--- src/sv/w3rmf_pkg.sv ---
package w3rmf_pkg;

    localparam int MAX_WIDTH = 2048;
    localparam int ADDR_W    = $clog2(MAX_WIDTH);
    localparam int COL_W     = 11;
    localparam int ROW_W     = 12;
    localparam int DIM_W     = 12;

    typedef enum logic [2:0] {
        MODE_MEDIAN = 3'd0,
        MODE_MEAN   = 3'd1,
        MODE_MIN    = 3'd2,
        MODE_MAX    = 3'd3,
        MODE_RANGE  = 3'd4
    } mode_t;

    typedef enum logic [2:0] {
        REG_MODE   = 3'd0,
        REG_WIDTH  = 3'd1,
        REG_HEIGHT = 3'd2,
        REG_RSHIFT = 3'd3,
        REG_GSHIFT = 3'd4,
        REG_BSHIFT = 3'd5,
        REG_AMASK  = 3'd6
    } reg_idx_t;

    typedef logic [7:0] chan_t;

    // One compare-exchange sorting network step on a pair.
    function automatic chan_t min8(input chan_t a, input chan_t b);
        min8 = (a < b) ? a : b;
    endfunction

    function automatic chan_t max8(input chan_t a, input chan_t b);
        max8 = (a < b) ? b : a;
    endfunction

endpackage

--- src/sv/w3rmf_reduce.sv ---
module w3rmf_reduce (
    input  logic                  clk,
    input  logic                  en,
    input  logic [2:0]            mode,
    input  w3rmf_pkg::chan_t      v [9],
    output w3rmf_pkg::chan_t      result
);
    import w3rmf_pkg::*;

    // Stage 1: sort each column of three, plus running sum and extremes.
    chan_t     lo_next [3];
    chan_t     md_next [3];
    chan_t     hi_next [3];
    chan_t     lo_reg  [3];
    chan_t     md_reg  [3];
    chan_t     hi_reg  [3];
    logic [11:0] sum_next;
    logic [11:0] sum_reg;
    logic [2:0]  mode_reg;

    always_comb
    begin
        chan_t a;
        chan_t b;
        chan_t c;
        chan_t t;
        sum_next = '0;
        for (int k = 0; k < 3; k++)
        begin
            a = v[k];
            b = v[k + 3];
            c = v[k + 6];
            t = min8(a, b); b = max8(a, b); a = t;
            t = min8(b, c); c = max8(b, c); b = t;
            t = min8(a, b); b = max8(a, b); a = t;
            lo_next[k] = a;
            md_next[k] = b;
            hi_next[k] = c;
        end
        for (int k = 0; k < 9; k++)
        begin
            sum_next = sum_next + {4'd0, v[k]};
        end
    end

    always_ff @(posedge clk)
    begin
        if (en)
        begin
            lo_reg   <= lo_next;
            md_reg   <= md_next;
            hi_reg   <= hi_next;
            sum_reg  <= sum_next;
            mode_reg <= mode;
        end
    end

    // Stage 2: median of max-of-mins, median-of-medians, min-of-maxes.
    chan_t       max_lo;
    chan_t       med_md;
    chan_t       min_hi;
    chan_t       all_lo;
    chan_t       all_hi;
    chan_t       median;
    logic [23:0] mean_prod;

    always_comb
    begin
        max_lo = max8(max8(lo_reg[0], lo_reg[1]), lo_reg[2]);
        min_hi = min8(min8(hi_reg[0], hi_reg[1]), hi_reg[2]);
        med_md = max8(min8(md_reg[0], md_reg[1]),
                      min8(max8(md_reg[0], md_reg[1]), md_reg[2]));
        median = max8(min8(max_lo, med_md), min8(max8(max_lo, med_md), min_hi));
        all_lo = min8(min8(lo_reg[0], lo_reg[1]), lo_reg[2]);
        all_hi = max8(max8(hi_reg[0], hi_reg[1]), hi_reg[2]);
        // sum / 9 for sum <= 2295: multiply by ceil(2^15 / 9).
        mean_prod = {12'd0, sum_reg} * 24'd3641;
        case (mode_reg)
            MODE_MEAN:  result = mean_prod[22:15];
            MODE_MIN:   result = all_lo;
            MODE_MAX:   result = all_hi;
            MODE_RANGE: result = all_hi - all_lo;
            default:    result = median;
        endcase
    end

endmodule

--- config.mk ---
export PLATFORM = sky130hd
export DESIGN_NAME = w3rmf_reduce
export DESIGN_NICKNAME = d
export VERILOG_FILES = /design/src/sv/w3rmf_pkg.sv /design/src/sv/w3rmf_reduce.sv
export SDC_FILE = /design/constraint.sdc
export NUM_CORES = 1
export LEC_CHECK = 0
export CAP_MARGIN = 40
export CORE_UTILIZATION = 35
export DETAILED_ROUTE_END_ITERATION = 7
export DONT_BUFFER_PORTS = 1
export GPL_TIMING_DRIVEN = 0
export SYNTH_ARGS = -nofsm -noshare
export SYNTH_HDL_FRONTEND = slang
export SYNTH_SLANG_ARGS = --single-unit
--- constraint.sdc ---
create_clock -name clk -period 12.9 [get_ports clk]
set_input_delay 0.645 -clock clk [delete_from_list [all_inputs] [get_ports clk]]
set_output_delay 0.645 -clock clk [all_outputs]
set_load 0.02 [all_outputs]
==> metrics.sh <==
CTS_SINKS=87
PERIOD_MINUS_SLACK_NS=12.44
CRIT_CELLS=58
DRT_FIRST_ITER_VIOLATIONS=831
GR-MAX-USAGE-LAYER='met2'
SYNTH.YOSYS.WARNINGS=0
CRITICAL_PATH_ARRIVAL_NS=11.79
TRITONCTS_CLOCK_TREE='yes'
SYNTH_FP_NETS=1935
MAX_SLEW.WORST_PIN.SLEW_NS=0.879
COUNT_OF_MAXIMUM_CAPACITANCE_VIOLATIONS=0
HTREE_LEVELS=3
AVGVIACOUNTPERCELL=5.43
CRITICAL_PATH_PEAK_FANOUT=10
DRC_ERRORS=0
CRITICAL_PATH_CLASS='reg2out'
WL_PER_CELL_UM=19.0
DETAILED_PLACE_HPWL_UM=34000
CPMAXSTAGEDELAYCELL='sky130_fd_sc_hd__a2111o_1'
TIMING.CRITICAL_PATH.REQUIRED_NS=12.26
WORST_HOLD_STARTPOINT='mode[2]'
CLOCKBUFFERDEPTH=2
CPPEAKSTAGEDELAY_NS=0.46
WORSTSETUPENDPOINTTYPE='output port'
POSTSYNTH.ASYNCRESETSHARE_PCT=0
FP.COREAREA_SQ_UM=38800
FLOORPLAN.IO_PINS=85
OUTCOME='finished, final reports clean'
SYNTH_CELL_TYPES=78
SLEW_HEADROOM_PCT=41.2
GRT_START_MAX_NET_PINS=88
DRIVE_GT1_SHARE_PCT=9.20
VIAS=11400
LAUNCH_POINT_OF_THE_CRITICAL_PATH='md_reg[9]'
CLOCKROOTBUFFER='sky130_fd_sc_hd__clkbuf_16'
GR-USAGE-ALL-LAYERS_PCT=19.7
LAYOUT.FILLER_CELLS=3805
ANTENNA_FOUND_INITIAL=0
WORSTPATHBUFFERINVERTERCOUNT=6
HOLD_VIOL_FINAL=0
GROUTE.LAYER.MET2.USAGE_PCT=33.1
CRITICAL_PATH.STARTPOINT_TYPE='flip-flop'
FP.DIEH_UM=201
HOLD_PATH_DEPTH=0
STDCELL_AREA_SQ_UM=15400
SYNTHESIS.INSTANCES=1544
TIMING_LIMITED_MAXIMUM_FREQUENCY_MHz=80.4
ROUTE.ANTENNA.REMAINING_NETS=0
BUFFER_PORTS.INSERTED=0
SYNTH_EDF_COUNT=87
FLOORPLAN.ROWS=72
MOST_PREVALENT_STANDARD_CELL_ON_THE_CRITICAL_PATH='sky130_fd_sc_hd__a21o_1'
CLKTRANSATPATHREGS_NS=0.08
PLACE.GP.CONGESTION=0.963
POST_DP_CELL_AREA_SQ_UM=14500
SYNTH_SEQUENTIAL_AREA_RATIO_PCT=18.9
WL_UM=39900
ANTENNA-DIODE-COUNT=0
POST_SYNTH_INSTANCE_AREA_SQ_UM=13800
START_UTIL_PCT=35.6
GLOBAL_ROUTING_USAGE_ON_MET1_PCT=26.1
DIE-AREA_SQ_UM=40300
POST-ROUTE-PERIOD-UTIL_PCT=96.4
HOLD_PATH.CLASS='in2reg'
YS_FF_LATCH=87
SETUP-VIOLATIONS-FINAL=0
GRT_FIRST_PASS_WIRELENGTH_UM=61600
DESIGN.FINAL.NETS=1973
GRT_REMAINING_OVERFLOW=0
REPORT.FINAL.SLEW_VIOL_COUNT=0
LAYOUT-AREA-OVERHEAD-VS-SYNTH_PCT=11.1
CRITICAL_PATH.TOP_DELAY_FAMILY='compound AO/OA/AOI/OAI gates'
DOMINANTREGCELLSYNTH='sky130_fd_sc_hd__edfxtp_1'
SYN-MEAN-INSTANCE-AREA_SQ_UM=8.96
NUMBER_OF_BUFFERS_ADDED_BY_THE_CLOCK_TREE_SYNTHESIS_STEP=9
FP.DIEW_UM=201
DRTPASS1ITERATIONS=7
GRT_PASS1_VIAS=11200
GRT.MET3_USAGE_PCT=3.08
[cell type report]
| class | instances | area [sq um] | share of cell area, % |
|---|---|---|---|
| well taps | 518 | 648 | 4.22 |
| repair buffers | 27 | 220 | 1.43 |
| plain buffers | 36 | 183 | 1.19 |
| inverters | 234 | 878 | 5.72 |
| clock inverters | 7 | 73.8 | 0.480 |
| multi-input cells | 1187 | 10500 | 68.5 |
| flip-flops and latches | 87 | 2610 | 17.0 |
| clock buffers | 9 | 225 | 1.47 |
[logic make-up after synthesis]
kind of cell	Yosys count	synth area share, %
buffers and inverters	270	7.41
muxes	126	9.50
and+or+nand+nor	315	10.5
AOI/OAI and AO/OA	408	19.2
DFF	87	18.9
xor gates and xnor gates	24	1.52
adders and majority gates	314	33.0
[cell usage in the layout, fill, tap and decap left out, drive strengths merged, types with 16 or more instances in the layout]
master and instances:
a21o 54, a21oi 97, buf 33, clkbuf 38, edfxtp 87, fa 85
ha 229, inv 237, mux2 33, mux2i 93, nand2 119, nand2b 16
nor2 91, nor3 17, o21a 18, o21ai 128, xnor2 16
[final timing paths]
path	to	slack (ns)
hold / removal	mode_reg[2]	0.37
setup / recovery	result[0]	0.46
[cells in the mapped netlist (6+ instances only)]
cell type / number / area [sq um]
sky130_fd_sc_hd__inv_1: 234 / 878
sky130_fd_sc_hd__ha_1: 229 / 2870
sky130_fd_sc_hd__o21ai_0: 124 / 621
sky130_fd_sc_hd__nand2_1: 119 / 447
sky130_fd_sc_hd__a21oi_1: 96 / 480
sky130_fd_sc_hd__mux2i_1: 93 / 931
sky130_fd_sc_hd__nor2_1: 90 / 338
sky130_fd_sc_hd__edfxtp_1: 87 / 2610
sky130_fd_sc_hd__fa_1: 85 / 1700
sky130_fd_sc_hd__a21o_1: 54 / 405
sky130_fd_sc_hd__clkbuf_1: 32 / 120
sky130_fd_sc_hd__mux2_2: 30 / 338
sky130_fd_sc_hd__o21a_1: 18 / 135
sky130_fd_sc_hd__nor3_1: 17 / 85.1
sky130_fd_sc_hd__nand2b_1: 16 / 100
sky130_fd_sc_hd__xnor2_1: 16 / 140
sky130_fd_sc_hd__nand3_1: 14 / 70.1
sky130_fd_sc_hd__o211ai_1: 12 / 90.1
sky130_fd_sc_hd__a31oi_1: 10 / 62.6
sky130_fd_sc_hd__nor2b_1: 9 / 56.3
sky130_fd_sc_hd__and4_1: 8 / 70.1
sky130_fd_sc_hd__xor2_1: 8 / 70.1
sky130_fd_sc_hd__o221ai_1: 7 / 61.3
sky130_fd_sc_hd__or2_2: 7 / 43.8
sky130_fd_sc_hd__or3_1: 7 / 43.8
sky130_fd_sc_hd__a211o_1: 6 / 52.6
sky130_fd_sc_hd__a211oi_1: 6 / 45.0
sky130_fd_sc_hd__a22oi_1: 6 / 45.0
[metrics by stage]
| stage | TNS, ns | std cells | utilization (%) | hold WS [ns] | worst slack [ns] |
|---|---|---|---|---|---|
| global route | -0.0446 | 2105 | 39.6 | 0.363 | -0.0446 |
| detailed placement | -8.47 | 2063 | 37.3 | 0.744 | -1.14 |
| global placement | -7.16 | 2062 | 37.3 | 0.744 | -0.970 |
| finish | 0 | 2105 | 39.6 | 0.375 | 0.462 |
| floorplan | 0 | 1544 | - | 0.744 | 1.27 |
| CTS | 0 | 2085 | 38.6 | 0.364 | 0.0425 |
[metal layers]
layer	vias up	share of wire, %
met5	-	0
met4	0	2.5
met3	50	5.4
met2	321	47
met1	5504	45
li1	5560	-
[what timing repair did]
action	CTS	global route
pin swaps	3	20
setup endpoints to repair	8	8
gates cloned	0	1
hold buffers	0	0
setup buffers	6	18
resized for setup	40	50
Power is not shown: default switching activity piles up to over one toggle a cycle in this logic, so the estimate is an artifact.
